--- src/rtl/ufbs_pkg.sv ---
package ufbs_pkg;

  localparam int BAUD_W     = 24;
  localparam int CORE_W     = 28;
  localparam int PCT_W      = 7;
  localparam int REFCLK_W   = 22;
  localparam int PROD_W     = 26;
  localparam int DVD_W      = 31;
  localparam int DV_W       = 23;
  localparam int ERR_W      = 17;
  localparam int DIV_OUT_W  = 16;
  localparam int FRAC_W     = 4;
  localparam int CFG_IDX_W  = 2;
  localparam int CNT_W      = 5;

  localparam logic [CFG_IDX_W-1:0] CFG_CORE_CLK   = 2'd0;
  localparam logic [CFG_IDX_W-1:0] CFG_ACCEPT_PCT = 2'd1;

  localparam logic [CORE_W-1:0] CORE_CLK_RST   = 28'd100000000;
  localparam logic [PCT_W-1:0]  ACCEPT_PCT_RST = 7'd3;
  localparam logic [ERR_W-1:0]  NO_ERR_BOUND   = 17'd100000;
  localparam logic [DV_W-1:0]   DV_MIN         = 23'd3;
  localparam logic [DV_W-1:0]   DV_MAX         = 23'd65535;
  localparam logic [BAUD_W-1:0] PCT_SCALE      = 24'd100;

  typedef enum logic [1:0] {
    SEL_SCALE,
    SEL_DVQ,
    SEL_GOT
  } div_sel_t;

  typedef struct packed {
    logic     load;
    logic     div_start;
    div_sel_t div_sel;
    logic     cap_scaled;
    logic     cap_dv;
    logic     eval;
    logic     step;
    logic     cap_accept;
    logic     out_load;
  } ctrl_cmd_t;

  typedef struct packed {
    logic div_done;
    logic baud_zero;
    logic dv_ok;
    logic pair_last;
    logic found_zero;
    logic out_free;
  } dp_stat_t;

endpackage

--- src/rtl/ufbs_div.sv ---
module ufbs_div (
  input  logic                            clk,
  input  logic                            rst_n,
  input  logic                            start,
  input  logic [ufbs_pkg::DVD_W-1:0]      dividend,
  input  logic [ufbs_pkg::BAUD_W-1:0]     divisor,
  output logic                            done,
  output logic [ufbs_pkg::DVD_W-1:0]      quotient,
  output logic [ufbs_pkg::BAUD_W-1:0]     remainder
);

  logic [ufbs_pkg::DVD_W-1:0]  quo_r;
  logic [ufbs_pkg::BAUD_W-1:0] rem_r;
  logic [ufbs_pkg::BAUD_W-1:0] dsr_r;
  logic [ufbs_pkg::CNT_W-1:0]  cnt_r;
  logic                        busy_r;
  logic                        done_r;
  logic [ufbs_pkg::BAUD_W:0]   rem_sh;
  logic [ufbs_pkg::BAUD_W:0]   rem_sub;
  logic                        fits;

  assign rem_sh  = {rem_r, quo_r[ufbs_pkg::DVD_W-1]};
  assign fits    = rem_sh >= {1'b0, dsr_r};
  assign rem_sub = rem_sh - {1'b0, dsr_r};

  always_ff @(posedge clk) begin
    if (!rst_n) begin
      busy_r <= 1'b0;
      done_r <= 1'b0;
      cnt_r  <= '0;
    end else begin
      done_r <= 1'b0;
      if (start) begin
        busy_r <= 1'b1;
        cnt_r  <= ufbs_pkg::CNT_W'(ufbs_pkg::DVD_W);
      end else if (busy_r) begin
        cnt_r <= cnt_r - 1'b1;
        if (cnt_r == ufbs_pkg::CNT_W'(1)) begin
          busy_r <= 1'b0;
          done_r <= 1'b1;
        end
      end
    end
  end

  always_ff @(posedge clk) begin
    if (start) begin
      quo_r <= dividend;
      rem_r <= '0;
      dsr_r <= divisor;
    end else if (busy_r) begin
      quo_r <= {quo_r[ufbs_pkg::DVD_W-2:0], fits};
      rem_r <= fits ? rem_sub[ufbs_pkg::BAUD_W-1:0] : rem_sh[ufbs_pkg::BAUD_W-1:0];
    end
  end

  assign done      = done_r;
  assign quotient  = quo_r;
  assign remainder = rem_r;

endmodule

--- src/rtl/ufbs_datapath.sv ---
module ufbs_datapath #(
  parameter int MAX_FRAC = 15
) (
  input  logic                               clk,
  input  logic                               rst_n,
  input  ufbs_pkg::ctrl_cmd_t                cmd,
  output ufbs_pkg::dp_stat_t                 stat,
  input  logic [ufbs_pkg::BAUD_W-1:0]        in_target_baud,
  input  logic                               cfg_valid,
  input  logic [ufbs_pkg::CFG_IDX_W-1:0]     cfg_index,
  input  logic [ufbs_pkg::CORE_W-1:0]        cfg_data,
  input  logic                               out_stall,
  output logic                               out_valid,
  output logic                               out_accepted,
  output logic [ufbs_pkg::DIV_OUT_W-1:0]     out_divisor,
  output logic [ufbs_pkg::FRAC_W-1:0]        out_mul_val,
  output logic [ufbs_pkg::FRAC_W-1:0]        out_add_val,
  output logic [ufbs_pkg::ERR_W-1:0]         out_best_error
);

  localparam logic [ufbs_pkg::FRAC_W-1:0] FRAC_LAST = ufbs_pkg::FRAC_W'(MAX_FRAC);

  logic [ufbs_pkg::CORE_W-1:0]    core_clk_r;
  logic [ufbs_pkg::PCT_W-1:0]     pct_r;
  logic [ufbs_pkg::BAUD_W-1:0]    baud_r;
  logic [ufbs_pkg::FRAC_W-1:0]    m_r;
  logic [ufbs_pkg::FRAC_W-1:0]    a_r;
  logic [ufbs_pkg::REFCLK_W-1:0]  scaled_r;
  logic [ufbs_pkg::DV_W-1:0]      dv_r;
  logic [ufbs_pkg::ERR_W-1:0]     best_err_r;
  logic [ufbs_pkg::DIV_OUT_W-1:0] best_div_r;
  logic [ufbs_pkg::FRAC_W-1:0]    best_mul_r;
  logic [ufbs_pkg::FRAC_W-1:0]    best_add_r;
  logic                           found_zero_r;
  logic                           accept_r;
  logic                           out_valid_r;
  logic                           out_accepted_r;
  logic [ufbs_pkg::DIV_OUT_W-1:0] out_divisor_r;
  logic [ufbs_pkg::FRAC_W-1:0]    out_mul_val_r;
  logic [ufbs_pkg::FRAC_W-1:0]    out_add_val_r;
  logic [ufbs_pkg::ERR_W-1:0]     out_best_error_r;

  logic [ufbs_pkg::REFCLK_W-1:0]  refclk;
  logic [ufbs_pkg::PROD_W-1:0]    prod;
  logic [ufbs_pkg::CNT_W-1:0]     msum;
  logic [ufbs_pkg::DVD_W-1:0]     lim_prod;
  logic [ufbs_pkg::DVD_W-1:0]     err_scaled;
  logic [ufbs_pkg::DVD_W-1:0]     dvd;
  logic [ufbs_pkg::BAUD_W-1:0]    dsr;
  logic                           div_done;
  logic [ufbs_pkg::DVD_W-1:0]     div_quo;
  logic [ufbs_pkg::BAUD_W-1:0]    div_rem;
  logic                           round_up;
  logic [ufbs_pkg::BAUD_W-1:0]    got;
  logic [ufbs_pkg::BAUD_W-1:0]    err;

  assign refclk   = core_clk_r[ufbs_pkg::CORE_W-1:6];
  assign prod     = ufbs_pkg::PROD_W'(m_r) * ufbs_pkg::PROD_W'(refclk);
  assign msum     = ufbs_pkg::CNT_W'(m_r) + ufbs_pkg::CNT_W'(a_r);
  assign lim_prod = ufbs_pkg::DVD_W'(baud_r) * ufbs_pkg::DVD_W'(pct_r);
  // err < floor(baud*pct/100) is the same as (err+1)*100 <= baud*pct
  assign err_scaled = (ufbs_pkg::DVD_W'(best_err_r) + ufbs_pkg::DVD_W'(1)) *
                      ufbs_pkg::DVD_W'(ufbs_pkg::PCT_SCALE);

  always_comb begin
    case (cmd.div_sel)
      ufbs_pkg::SEL_SCALE: begin
        dvd = ufbs_pkg::DVD_W'(prod);
        dsr = ufbs_pkg::BAUD_W'(msum);
      end
      ufbs_pkg::SEL_DVQ: begin
        dvd = ufbs_pkg::DVD_W'(scaled_r);
        dsr = baud_r;
      end
      ufbs_pkg::SEL_GOT: begin
        dvd = ufbs_pkg::DVD_W'(scaled_r);
        dsr = ufbs_pkg::BAUD_W'(dv_r[ufbs_pkg::DIV_OUT_W-1:0]);
      end
      default: begin
        dvd = ufbs_pkg::DVD_W'(prod);
        dsr = ufbs_pkg::BAUD_W'(msum);
      end
    endcase
  end

  ufbs_div u_div (
    .clk       (clk),
    .rst_n     (rst_n),
    .start     (cmd.div_start),
    .dividend  (dvd),
    .divisor   (dsr),
    .done      (div_done),
    .quotient  (div_quo),
    .remainder (div_rem)
  );

  assign round_up = div_rem > (baud_r >> 1);
  assign got      = ufbs_pkg::BAUD_W'(div_quo[ufbs_pkg::REFCLK_W-1:0]);
  assign err      = (got <= baud_r) ? (baud_r - got) : (got - baud_r);

  always_ff @(posedge clk) begin
    if (!rst_n) begin
      core_clk_r  <= ufbs_pkg::CORE_CLK_RST;
      pct_r       <= ufbs_pkg::ACCEPT_PCT_RST;
      out_valid_r <= 1'b0;
    end else begin
      if (cfg_valid && cfg_index == ufbs_pkg::CFG_CORE_CLK) begin
        core_clk_r <= cfg_data;
      end
      if (cfg_valid && cfg_index == ufbs_pkg::CFG_ACCEPT_PCT) begin
        pct_r <= cfg_data[ufbs_pkg::PCT_W-1:0];
      end
      if (cmd.out_load) begin
        out_valid_r <= 1'b1;
      end else if (!out_stall) begin
        out_valid_r <= 1'b0;
      end
    end
  end

  always_ff @(posedge clk) begin
    if (cmd.load) begin
      baud_r       <= in_target_baud;
      m_r          <= ufbs_pkg::FRAC_W'(1);
      a_r          <= '0;
      best_err_r   <= ufbs_pkg::NO_ERR_BOUND;
      best_div_r   <= '0;
      best_mul_r   <= ufbs_pkg::FRAC_W'(1);
      best_add_r   <= '0;
      found_zero_r <= 1'b0;
    end
    if (cmd.cap_scaled) begin
      scaled_r <= div_quo[ufbs_pkg::REFCLK_W-1:0];
    end
    if (cmd.cap_dv) begin
      dv_r <= ufbs_pkg::DV_W'(div_quo[ufbs_pkg::REFCLK_W-1:0]) + ufbs_pkg::DV_W'(round_up);
    end
    if (cmd.eval && err < ufbs_pkg::BAUD_W'(best_err_r)) begin
      best_err_r   <= err[ufbs_pkg::ERR_W-1:0];
      best_div_r   <= dv_r[ufbs_pkg::DIV_OUT_W-1:0];
      best_mul_r   <= m_r;
      best_add_r   <= a_r;
      found_zero_r <= err == '0;
    end
    if (cmd.step) begin
      if (a_r == FRAC_LAST) begin
        a_r <= '0;
        m_r <= m_r + 1'b1;
      end else begin
        a_r <= a_r + 1'b1;
      end
    end
    if (cmd.cap_accept) begin
      accept_r <= err_scaled <= lim_prod;
    end
    if (cmd.out_load) begin
      out_accepted_r   <= accept_r;
      out_divisor_r    <= best_div_r;
      out_mul_val_r    <= best_mul_r;
      out_add_val_r    <= best_add_r;
      out_best_error_r <= best_err_r;
    end
  end

  assign stat.div_done   = div_done;
  assign stat.baud_zero  = baud_r == '0;
  assign stat.dv_ok      = dv_r >= ufbs_pkg::DV_MIN && dv_r <= ufbs_pkg::DV_MAX;
  assign stat.pair_last  = m_r == FRAC_LAST && a_r == FRAC_LAST;
  assign stat.found_zero = found_zero_r;
  assign stat.out_free   = !out_valid_r || !out_stall;

  assign out_valid      = out_valid_r;
  assign out_accepted   = out_accepted_r;
  assign out_divisor    = out_divisor_r;
  assign out_mul_val    = out_mul_val_r;
  assign out_add_val    = out_add_val_r;
  assign out_best_error = out_best_error_r;

`ifndef SYNTHESIS
  // a chosen divisor is never below the minimum; fallback pairs with the bound error
  a_fallback: assert property (@(posedge clk) disable iff (!rst_n)
    out_valid_r |-> ((out_divisor_r == '0) == (out_best_error_r == ufbs_pkg::NO_ERR_BOUND)))
    else $error("divisor and error fallback disagree");
  a_div_min: assert property (@(posedge clk) disable iff (!rst_n)
    out_valid_r && out_divisor_r != '0 |-> out_divisor_r >= ufbs_pkg::DIV_OUT_W'(3))
    else $error("divisor below minimum");
  a_mul_range: assert property (@(posedge clk) disable iff (!rst_n)
    out_valid_r |-> out_mul_val_r != '0 && out_mul_val_r <= FRAC_LAST)
    else $error("multiplier out of range");
  a_err_update: assert property (@(posedge clk) disable iff (!rst_n)
    cmd.eval && !cmd.load |=> best_err_r <= $past(best_err_r))
    else $error("best error grew");
`endif

endmodule

--- src/rtl/ufbs_ctrl.sv ---
module ufbs_ctrl (
  input  logic                clk,
  input  logic                rst_n,
  input  logic                in_valid,
  output logic                in_stall,
  input  ufbs_pkg::dp_stat_t  stat,
  output ufbs_pkg::ctrl_cmd_t cmd
);

  typedef enum logic [3:0] {
    ST_IDLE,
    ST_CHECK,
    ST_SCALE,
    ST_WAIT_SCALE,
    ST_DVQ,
    ST_WAIT_DVQ,
    ST_RANGE,
    ST_WAIT_GOT,
    ST_NEXT,
    ST_LIMIT,
    ST_FINISH
  } state_t;

  state_t state_r;
  state_t state_nxt;

  always_comb begin
    state_nxt = state_r;
    cmd       = '0;
    cmd.div_sel = ufbs_pkg::SEL_SCALE;
    case (state_r)
      ST_IDLE: begin
        if (in_valid) begin
          cmd.load  = 1'b1;
          state_nxt = ST_CHECK;
        end
      end
      ST_CHECK: begin
        state_nxt = stat.baud_zero ? ST_LIMIT : ST_SCALE;
      end
      ST_SCALE: begin
        cmd.div_start = 1'b1;
        cmd.div_sel   = ufbs_pkg::SEL_SCALE;
        state_nxt     = ST_WAIT_SCALE;
      end
      ST_WAIT_SCALE: begin
        if (stat.div_done) begin
          cmd.cap_scaled = 1'b1;
          state_nxt      = ST_DVQ;
        end
      end
      ST_DVQ: begin
        cmd.div_start = 1'b1;
        cmd.div_sel   = ufbs_pkg::SEL_DVQ;
        state_nxt     = ST_WAIT_DVQ;
      end
      ST_WAIT_DVQ: begin
        if (stat.div_done) begin
          cmd.cap_dv = 1'b1;
          state_nxt  = ST_RANGE;
        end
      end
      ST_RANGE: begin
        if (stat.dv_ok) begin
          cmd.div_start = 1'b1;
          cmd.div_sel   = ufbs_pkg::SEL_GOT;
          state_nxt     = ST_WAIT_GOT;
        end else begin
          state_nxt = ST_NEXT;
        end
      end
      ST_WAIT_GOT: begin
        cmd.div_sel = ufbs_pkg::SEL_GOT;
        if (stat.div_done) begin
          cmd.eval  = 1'b1;
          state_nxt = ST_NEXT;
        end
      end
      ST_NEXT: begin
        if (stat.found_zero || stat.pair_last) begin
          state_nxt = ST_LIMIT;
        end else begin
          cmd.step  = 1'b1;
          state_nxt = ST_SCALE;
        end
      end
      ST_LIMIT: begin
        cmd.cap_accept = 1'b1;
        state_nxt      = ST_FINISH;
      end
      ST_FINISH: begin
        if (stat.out_free) begin
          cmd.out_load = 1'b1;
          state_nxt    = ST_IDLE;
        end
      end
      default: begin
        state_nxt = ST_IDLE;
      end
    endcase
  end

  always_ff @(posedge clk) begin
    if (!rst_n) begin
      state_r <= ST_IDLE;
    end else begin
      state_r <= state_nxt;
    end
  end

  assign in_stall = state_r != ST_IDLE;

endmodule

--- src/rtl/uart_fractional_baud_search_top.sv ---
// UART fractional baud divider search.
// Input channel: in_target_baud with in_valid/in_stall; a transfer happens when
// in_valid is high and in_stall is low. One item is worked on at a time; the
// block takes a new item as soon as the previous search has moved its result
// into the output register, even if that result is still waiting.
// Result channel: out_valid/out_stall with accepted, divisor, mul_val, add_val
// and best_error; one result per item, held stable while out_stall is high.
// Configuration: cfg_valid/cfg_ready (ready is always high), cfg_index 0 is
// core_clock_hz, 1 is accept_error_pct; other indexes are ignored. Write only
// while the block is idle.
// Each pair (mul, add) uses up to three passes of the shared bit-serial
// divider (two when the divisor is out of range). A full sweep covers
// MAX_FRAC*(MAX_FRAC+1) pairs; a zero target skips the sweep, and a
// zero-error pair ends the search early.
// Reset (rst_n, synchronous, active low) clears the controller, the output
// valid and returns both registers to their default values.
module uart_fractional_baud_search_top #(
  parameter int MAX_FRAC = 15
) (
  input  logic                               clk,
  input  logic                               rst_n,
  input  logic                               in_valid,
  output logic                               in_stall,
  input  logic [ufbs_pkg::BAUD_W-1:0]        in_target_baud,
  output logic                               out_valid,
  input  logic                               out_stall,
  output logic                               out_accepted,
  output logic [ufbs_pkg::DIV_OUT_W-1:0]     out_divisor,
  output logic [ufbs_pkg::FRAC_W-1:0]        out_mul_val,
  output logic [ufbs_pkg::FRAC_W-1:0]        out_add_val,
  output logic [ufbs_pkg::ERR_W-1:0]         out_best_error,
  input  logic                               cfg_valid,
  output logic                               cfg_ready,
  input  logic [ufbs_pkg::CFG_IDX_W-1:0]     cfg_index,
  input  logic [ufbs_pkg::CORE_W-1:0]        cfg_data
);

  ufbs_pkg::ctrl_cmd_t cmd;
  ufbs_pkg::dp_stat_t  stat;

  assign cfg_ready = 1'b1;

  ufbs_ctrl u_ctrl (
    .clk      (clk),
    .rst_n    (rst_n),
    .in_valid (in_valid),
    .in_stall (in_stall),
    .stat     (stat),
    .cmd      (cmd)
  );

  ufbs_datapath #(
    .MAX_FRAC (MAX_FRAC)
  ) u_datapath (
    .clk            (clk),
    .rst_n          (rst_n),
    .cmd            (cmd),
    .stat           (stat),
    .in_target_baud (in_target_baud),
    .cfg_valid      (cfg_valid),
    .cfg_index      (cfg_index),
    .cfg_data       (cfg_data),
    .out_stall      (out_stall),
    .out_valid      (out_valid),
    .out_accepted   (out_accepted),
    .out_divisor    (out_divisor),
    .out_mul_val    (out_mul_val),
    .out_add_val    (out_add_val),
    .out_best_error (out_best_error)
  );

endmodule
--- config.mk ---
export PLATFORM = sky130hd
export DESIGN_NAME = uart_fractional_baud_search_top
export DESIGN_NICKNAME = d
export VERILOG_FILES = /design/src/rtl/ufbs_pkg.sv /design/src/rtl/ufbs_div.sv /design/src/rtl/ufbs_datapath.sv /design/src/rtl/ufbs_ctrl.sv /design/src/rtl/uart_fractional_baud_search_top.sv
export SDC_FILE = /design/constraint.sdc
export NUM_CORES = 1
export LEC_CHECK = 0
export BUFFER_PORTS_ARGS = -buffer_cell sky130_fd_sc_hd__buf_2
export CORE_MARGIN = 4
export CORE_UTILIZATION = 35
export CTS_BUF_LIST = sky130_fd_sc_hd__clkbuf_16
export DETAILED_ROUTE_END_ITERATION = 16
export GPL_TIMING_DRIVEN = 0
export PLACE_DENSITY = 0.54
export SYNTH_ARGS = -nofsm -noshare
export SYNTH_HDL_FRONTEND = slang
export SYNTH_SLANG_ARGS = --single-unit
--- constraint.sdc ---
create_clock -name clk -period 9.25 [get_ports clk]
set_clock_uncertainty 0.15 [all_clocks]
set_input_delay 1.85 -clock clk [delete_from_list [all_inputs] [get_ports clk]]
set_output_delay 1.85 -clock clk [all_outputs]
set_load 0.1 [all_outputs]
==> results of run 1 <==
## power groups by stage
stage               clock [mW]  sequential [mW]  combinational [mW]
CTS                       1.50             1.99                5.81
detailed placement           0             2.01                5.77
global route              1.55             2.02                6.54
finish                    1.47             1.99                5.79
global placement             0             2.01                5.60
floorplan                    0             1.88                4.23
## placed cells by master (no fill, tap or decap), types with 22 or more instances in the layout
cell type and n:
and2_1 195, o21ai_0 109, nor2b_1 28, nand2b_1 30, a21boi_0 23, clkbuf_1 97, a31oi_1 25, inv_1 343
buf_2 111, nor3_1 30, xor2_1 37, xnor2_1 100, nor2_1 125, nand2_1 292, fa_1 166, dfxtp_1 69
nand3_1 62, clkbuf_16 35, a21o_1 65, edfxtp_1 213, a21oi_1 139, nand4_1 32, ha_1 282, mux2i_1 43
nor4_1 22
## per-stage QoR
step | cells | hold slack [ns] | setup slack (ns)
global route | 3913 | 0.278 | 0.0913
global placement | 3846 | 0.258 | 0.245
finish | 3913 | 0.270 | 0.554
floorplan | 2785 | 0.250 | 2.28
detailed placement | 3852 | 0.255 | 0.233
CTS | 3913 | 0.269 | 0.234
## flip-flops by register name, summed over array words and instances (netlist names), 5 cells and up
signal	flops
u_datapath.out_best_error	17
u_datapath.core_clk_r	22
u_datapath.u_div.cnt_r	5
u_datapath.u_div.quotient	31
u_datapath.out_divisor	16
u_datapath.u_div.dsr_r	24
u_datapath.best_div_r	16
u_datapath.baud_r	24
u_datapath.pct_r	7
u_datapath.dv_r	23
u_datapath.scaled_r	22
u_datapath.u_div.remainder	24
u_datapath.best_err_r	17
## layer usage
metal | track usage, % | vias to the layer above | part of all wire, %
met5 | 0 | - | 0
met4 | 7.28 | 0 | 4.1
met3 | 2.28 | 137 | 4.2
met2 | 34.8 | 504 | 50
met1 | 23.9 | 9878 | 42
li1 | - | 9785 | -
## layout make-up
type	count	area, um2	area share, %
buffer	121	529	1.83
clock inverter	26	334	1.15
clock buffer	35	876	3.02
tap	959	1200	4.14
inverter	339	1270	4.39
sequential	282	7780	26.8
timing repair buffer	108	608	2.10
multi-input combinational	2043	16400	56.6
## repair_timing
action / CTS / global route
setup endpoints to repair: 0 / 1
hold endpoints to repair: 0 / 0
resized for setup: 0 / 2
## cells by family (layout without fill, tap and decap cells)
| logic type | after synthesis | count (layout) | synth area share [%] |
|---|---|---|---|
| AND/OR/NAND/NOR | 888 | 888 | 17.3 |
| AO/OA/AOI/OAI | 523 | 523 | 13.0 |
| buffers and inverters | 460 | 629 | 6.93 |
| adder cells (fa/ha/maj) | 448 | 448 | 26.4 |
| flip-flops | 282 | 282 | 30.0 |
| XOR/XNOR | 137 | 137 | 4.62 |
| multiplexers | 46 | 46 | 1.80 |
| other | 1 | 1 | 0.0144 |
## worst min path at each step
stage	start	to	depth (start not counted)
floorplan	u_datapath.accept_r	u_datapath.out_accepted	0
finish	u_datapath.accept_r	u_datapath.out_accepted	0
detailed placement	u_datapath.best_mul_r[1]	u_datapath.out_mul_val[1]	0
global route	u_datapath.best_div_r[14]	u_datapath.out_divisor[14]	0
CTS	u_datapath.best_div_r[11]	u_datapath.out_divisor[11]	0
global placement	u_datapath.best_div_r[13]	u_datapath.out_divisor[13]	0
## critical path, stage by stage, from the launching register on
cell and delay (ns):
edfxtp_1 0.38, clkbuf_1 0.62, nand2_1 0.18, fa_1 0.54, fa_1 0.54, inv_1 0.05, fa_1 0.52, inv_1 0.05
fa_1 0.52, inv_1 0.04, ha_1 0.35, and3_1 0.20, a211oi_1 0.40, a21oi_1 0.21, a31oi_1 0.35, o211ai_1 0.27
a31oi_1 0.25, xor2_1 0.29, ha_1 0.18, nand4_1 0.09, or2_2 0.31, nor2_1 0.26, o41ai_1 0.19, a31oi_1 0.22
o21a_1 0.13, o211ai_1 0.15, a2111o_1 0.35, or4_1 0.56
==> summary.txt, run 1 <==
Yosys
  • Share of the synthesized area in the top cell type: 24.6%
  • Synth cell count leaders: inv_1 (338), nand2_1 (292), ha_1 (282)
  • Syn Nets: 3,292
  • Asr flop ratio synth: 0%
  • Syn avg cell area: just over 9 um2
  • Area leader, netlist: edfxtp_1
  • Sequential share of the synthesized area: 30.0%
  • EDFF count, synth: 213
  • Synth Cell Area: between 20,000 and 30,000 um2
  • Area contributors post-synth: edfxtp_1 (25%), ha_1 (14%), fa_1 (13%), dfxtp_1 (5.3%), inv_1 (4.9%)
  • Most used DFF post-synth: edfxtp_1
  • Synth Instances: 2,785
  • Netlist cell types: 83
  • Flops & latches, synth: 282
  • Most frequent cell after synthesis: inv_1
  • Ys Warns: 0

Timing
  • Unrepaired setup endpoints after global routing: no
  • Final Setup Violations: 0
  • Fin crit share: between 90 and 100%
  • Fin. max-slew vios: 0
  • Slew Limit Headroom: 13.8%
  • Slew @ Worst Pin: between 1 and 1.5 ns
  • Fin crit period: 8.70 ns
  • Setup TNS: 0 ns
  • Final Hold Fails: 0
  • Fmax achieved: 115 MHz

Critical path
  • Crit. End Element: flop
  • WS Path Type: reg2reg
  • Critical-path maximum fanout: 10
  • R2R cell count: 27
  • CP Launch Point: u_datapath.baud_r[0]
  • Register-to-Register Setup Slack: 0.55 ns
  • FF-to-FF End: u_datapath.accept_r
  • Worst EP required: 9.34 ns
  • Worst Path Arrival: 8.79 ns
  • Critical Path Start Type: flop
  • CP endpoint: u_datapath.accept_r
  • R2R Path Start: u_datapath.baud_r[0]

Routing
  • Per-cell routed wire length: 19.6 um
  • Vias: between 20,000 and 25,000
  • Drt pass-1 iters: 5
  • Vias per std cell: 5.19
  • Starting DRT DRC Count: around 1,300
  • DR DRC count: 0
  • DRT antenna net count: 0
  • Routed WL: 76.6 mm

Place
  • Placed wire-length estimate: 62.1 mm
  • Final Wtd Congestion: ~0.90
  • IO Port Bufs: 102
  • DP Area: 27,800 um2

Finish
  • ANT cells: 0
  • Filler Cells Inserted: around 7,300
  • Total Nets Final: between 3,000 and 4,000
  • Core Util, Final: 39.6%
  • Synth-to-Final Area Change: 11.7%
  • Layout cell share with drive strength beyond 1: 7.11%
  • Finished Cell Area: 29,000 um2

Power
  • Switch Pwr: 4.34 mW
  • Cell Int Power: about 4.9 mW
  • Worst vdd ir: between 150 and 200 uV
  • LEAKAGE: 13.1 nW
  • Reg power frac: 21.5%
  • Logic pwr share: 62.6%
  • Pwr dens: around 320 nW/um2
  • Sw frac: 47.0%
  • Clock power frac: 15.9%
  • Tot Pwr: 9.24 mW

Global route
  • Grt ovf: 0
  • GRT Resource Usage Total: 19.4%
  • Vias in the first global route: 20,798
  • Initial antenna violation count: 3
  • Largest net degree at the start of global routing: 39
  • First-pass GRT wire length: 119 mm

Clock network
  • # clock sinks: 282
  • TritonCTS buffer count: 34
  • CTS tree: done
  • Postcts setup bufs: 0
  • Root Buffer: clkbuf_16
  • Clock slew at reported path FFs: 0.06 ns
  • Clk Latency, worst-skew pair: 0.55 ns
  • CTS Buffer Depth: 3
  • H-tree lvl count: 2
  • Hold Buf Count CTS: 0

Die
  • Die area: 78,600 um2
  • DIE WIDTH: 280 um
  • Core ar.: about 73,000 um2
  • Io pins: about 100
  • Die extent in y: 280 um
  • Initial Util: 35.5%
  • Row count: 99

Run
  • Max Cap Violations: 0

Outcome
  • Status: completed

Hold path
  • Worst min-delay path category: reg2reg
(Power assumes the default switching activity.)
==> run 2, diff against run 1 <==
Settings changed: PLACE_DENSITY 0.54 to default, SETUP_SLACK_MARGIN from default to 0.15.
==> run 2 against run 1 <==
Utilization decreased by 0.085 points. Sequential share of layout area increased by 0.058 points. Non-clock buffer count unchanged. Power decreased by 3.9%. Combinational power decreased by 4.8%. Sequential power about the same. Flip-flop and latch count unchanged. Routed wire length decreased by 7.4%. Maximum frequency increased by 3.7%. Cell count about the same. Die area unchanged. Highest routed layer unchanged.
==> summary.txt, run 2 (synthesized netlist as in run 1, its figures left out) <==
Place
  • Placed wire-length estimate: 56.8 mm (was 62.1 mm)
  • IO Port Bufs: 102 (unchanged)
  • Final Wtd Congestion: 0.908 (was 0.901)
  • DP Area: 27,800 um2 (about the same)

Power
  • Cell Int Power: 4.81 mW (was 4.90 mW)
  • Sw frac: 45.9% (was 47.0%)
  • Pwr dens: 307 nW/um2 (was 319 nW/um2)
  • Worst vdd ir: 162 uV (about the same)
  • Switch Pwr: 4.08 mW (was 4.34 mW)
  • Reg power frac: 22.6% (was 21.5%)
  • LEAKAGE: 13.1 nW (about the same)
  • Clock power frac: 15.4% (was 15.9%)
  • Logic pwr share: 62.0% (was 62.6%)

Global route
  • Grt ovf: 0 (unchanged)
  • GRT Resource Usage Total: 17.9% (was 19.4%)
  • Largest net degree at the start of global routing: 35 (was 39)
  • Vias in the first global route: 19,672 (was 20,798)
  • First-pass GRT wire length: 111 mm (was 119 mm)
  • Initial antenna violation count: 2 (was 3)

Critical path
  • Critical Path Start Type: flop (unchanged)
  • Worst EP required: 9.35 ns (was 9.34 ns)
  • Crit. End Element: flop (unchanged)
  • WS Path Type: reg2reg (unchanged)
  • R2R cell count: 27 (unchanged)
  • Worst Path Arrival: 8.49 ns (was 8.79 ns)
  • Critical-path maximum fanout: 10 (unchanged)

Clock network
  • TritonCTS buffer count: 34 (unchanged)
  • Root Buffer: clkbuf_16 (unchanged)
  • CTS tree: done (unchanged)
  • CTS Buffer Depth: 3 (unchanged)
  • Clock slew at reported path FFs: 0.07 ns (was 0.06 ns)
  • Hold Buf Count CTS: 0 (unchanged)
  • # clock sinks: 282 (unchanged)
  • Post-CTS resize count: 0 (unchanged)
  • Clk Latency, worst-skew pair: 0.54 ns (was 0.55 ns)
  • Postcts setup bufs: 0 (unchanged)
  • H-tree lvl count: 2 (unchanged)

Finish
  • Finished Cell Area: 28,900 um2 (was 29,000 um2)
  • Core Util, Final: 39.5% (was 39.6%)
  • Most frequent cells in the layout: inv_1 (344), nand2_1 (292), ha_1 (282) (was inv_1 (343), nand2_1 (292), ha_1 (282))
  • Synth-to-Final Area Change: 11.5% (was 11.7%)
  • ANT cells: 0 (unchanged)
  • Area of the multi-input gates: 16,400 um2 (unchanged)
  • Seq. cell area: 7780 um2 (unchanged)
  • Number of flip-flops under the largest register name: 31 (unchanged)
  • Total Nets Final: 3,436 (unchanged)
  • Commonest non-fill, non-tap cell in the layout: inv_1 (unchanged)
  • Filler Cells Inserted: 7,294 (was 7,285)
  • Layout cell share with drive strength beyond 1: 6.87% (was 7.11%)

Timing
  • Final Hold Fails: 0 (unchanged)
  • Setup TNS: 0 ns (unchanged)
  • Slew @ Worst Pin: 1.29 ns (about the same)
  • Fin crit period: 8.39 ns (was 8.70 ns)
  • Fmax achieved: 119 MHz (was 115 MHz)
  • Unrepaired setup endpoints after global routing: no (unchanged)
  • Final Setup Violations: 0 (unchanged)
  • Fin. max-slew vios: 0 (unchanged)
  • Slew Limit Headroom: 13.9% (was 13.8%)
  • Fin crit share: 90.7% (was 94.0%)

Routing
  • Routed WL: 70.9 mm (was 76.6 mm)
  • Per-cell routed wire length: 18.1 um (was 19.6 um)
  • Vias per std cell: 5.16 (was 5.19)
  • Drt pass-1 iters: 5 (unchanged)
  • DRT antenna net count: 0 (unchanged)
  • DR DRC count: 0 (unchanged)
  • Vias: 20,191 (was 20,304)
  • Starting DRT DRC Count: 1,472 (was 1,291)

Die
  • Die extent in y: 280 um (unchanged)
  • Die area: 78,600 um2 (unchanged)
  • Row count: 99 (unchanged)
  • Initial Util: 35.5% (unchanged)
  • DIE WIDTH: 280 um (unchanged)
  • Core ar.: 73,200 um2 (unchanged)
  • Io pins: 104 (unchanged)

Hold path
  • Hold path depth: 0 (unchanged)
  • Worst min-delay path category: reg2reg (unchanged)

Outcome
  • Status: completed (unchanged)

Run
  • Max Cap Violations: 0 (unchanged)
## run 2: stage by stage
step	power (mW)	instances	setup WS [ns]	hold slack [ns]
after floorplan	6.11	2785	2.28	0.250
after global placement	7.44	3846	0.781	0.251
after detailed placement	7.51	3852	0.794	0.255
after CTS	8.92	3912	0.781	0.261
after global routing	9.81	3912	0.240	0.281
final	8.89	3912	0.861	0.257
## run 2: area by class of cell
type,instances,area share (%)
buffer,121,1.83
clock buffer,36,3.11
clock inverter,24,0.787
inverter,339,4.40
multi-input combinational,2043,56.7
sequential,282,26.9
tap,959,4.15
timing repair buffer,108,2.17
## run 2: worst paths after layout
check	from	endpoint	slack, ns
max	u_datapath.baud_r[1]	u_datapath.accept_r	0.86
min	u_datapath.best_div_r[3]	u_datapath.out_divisor[3]	0.26
max reg2reg	u_datapath.baud_r[1]	u_datapath.accept_r	0.86
min reg2reg	u_datapath.best_div_r[3]	u_datapath.out_divisor[3]	0.26
## run 2: power by group through the flow
stage               sequential, mW  clock [mW]  combinational [mW]
finish                        2.01        1.37                5.51
global route                  2.03        1.45                6.33
CTS                           2.00        1.40                5.52
detailed placement            2.02           0                5.49
global placement              2.03           0                5.41
floorplan                     1.88           0                4.23
## run 2: layer usage
metal	up-vias	global-route usage [%]	wire (um)
li1	9802	-	-
met1	9710	25.7	33100
met2	597	28.6	31300
met3	82	2.60	4940
met4	0	4.31	1610
met5	-	0	0
## run 2: worst max-delay path: stages (launching register included)
cell and delay, ns:
edfxtp_1 0.51, clkbuf_1 0.65, nand2_1 0.18, fa_1 0.51, fa_1 0.54, inv_1 0.05, fa_1 0.52, inv_1 0.06
fa_1 0.53, inv_1 0.04, ha_1 0.35, and3_1 0.20, a211oi_1 0.39, a21oi_1 0.20, a31oi_1 0.32, o211ai_1 0.26
a31oi_1 0.25, xor2_1 0.10, ha_1 0.30, nand4_1 0.11, or2_2 0.33, nor2_1 0.15, o41ai_1 0.14, a31oi_1 0.20
o21a_1 0.13, o211ai_1 0.10, a2111o_1 0.31, or4_1 0.51
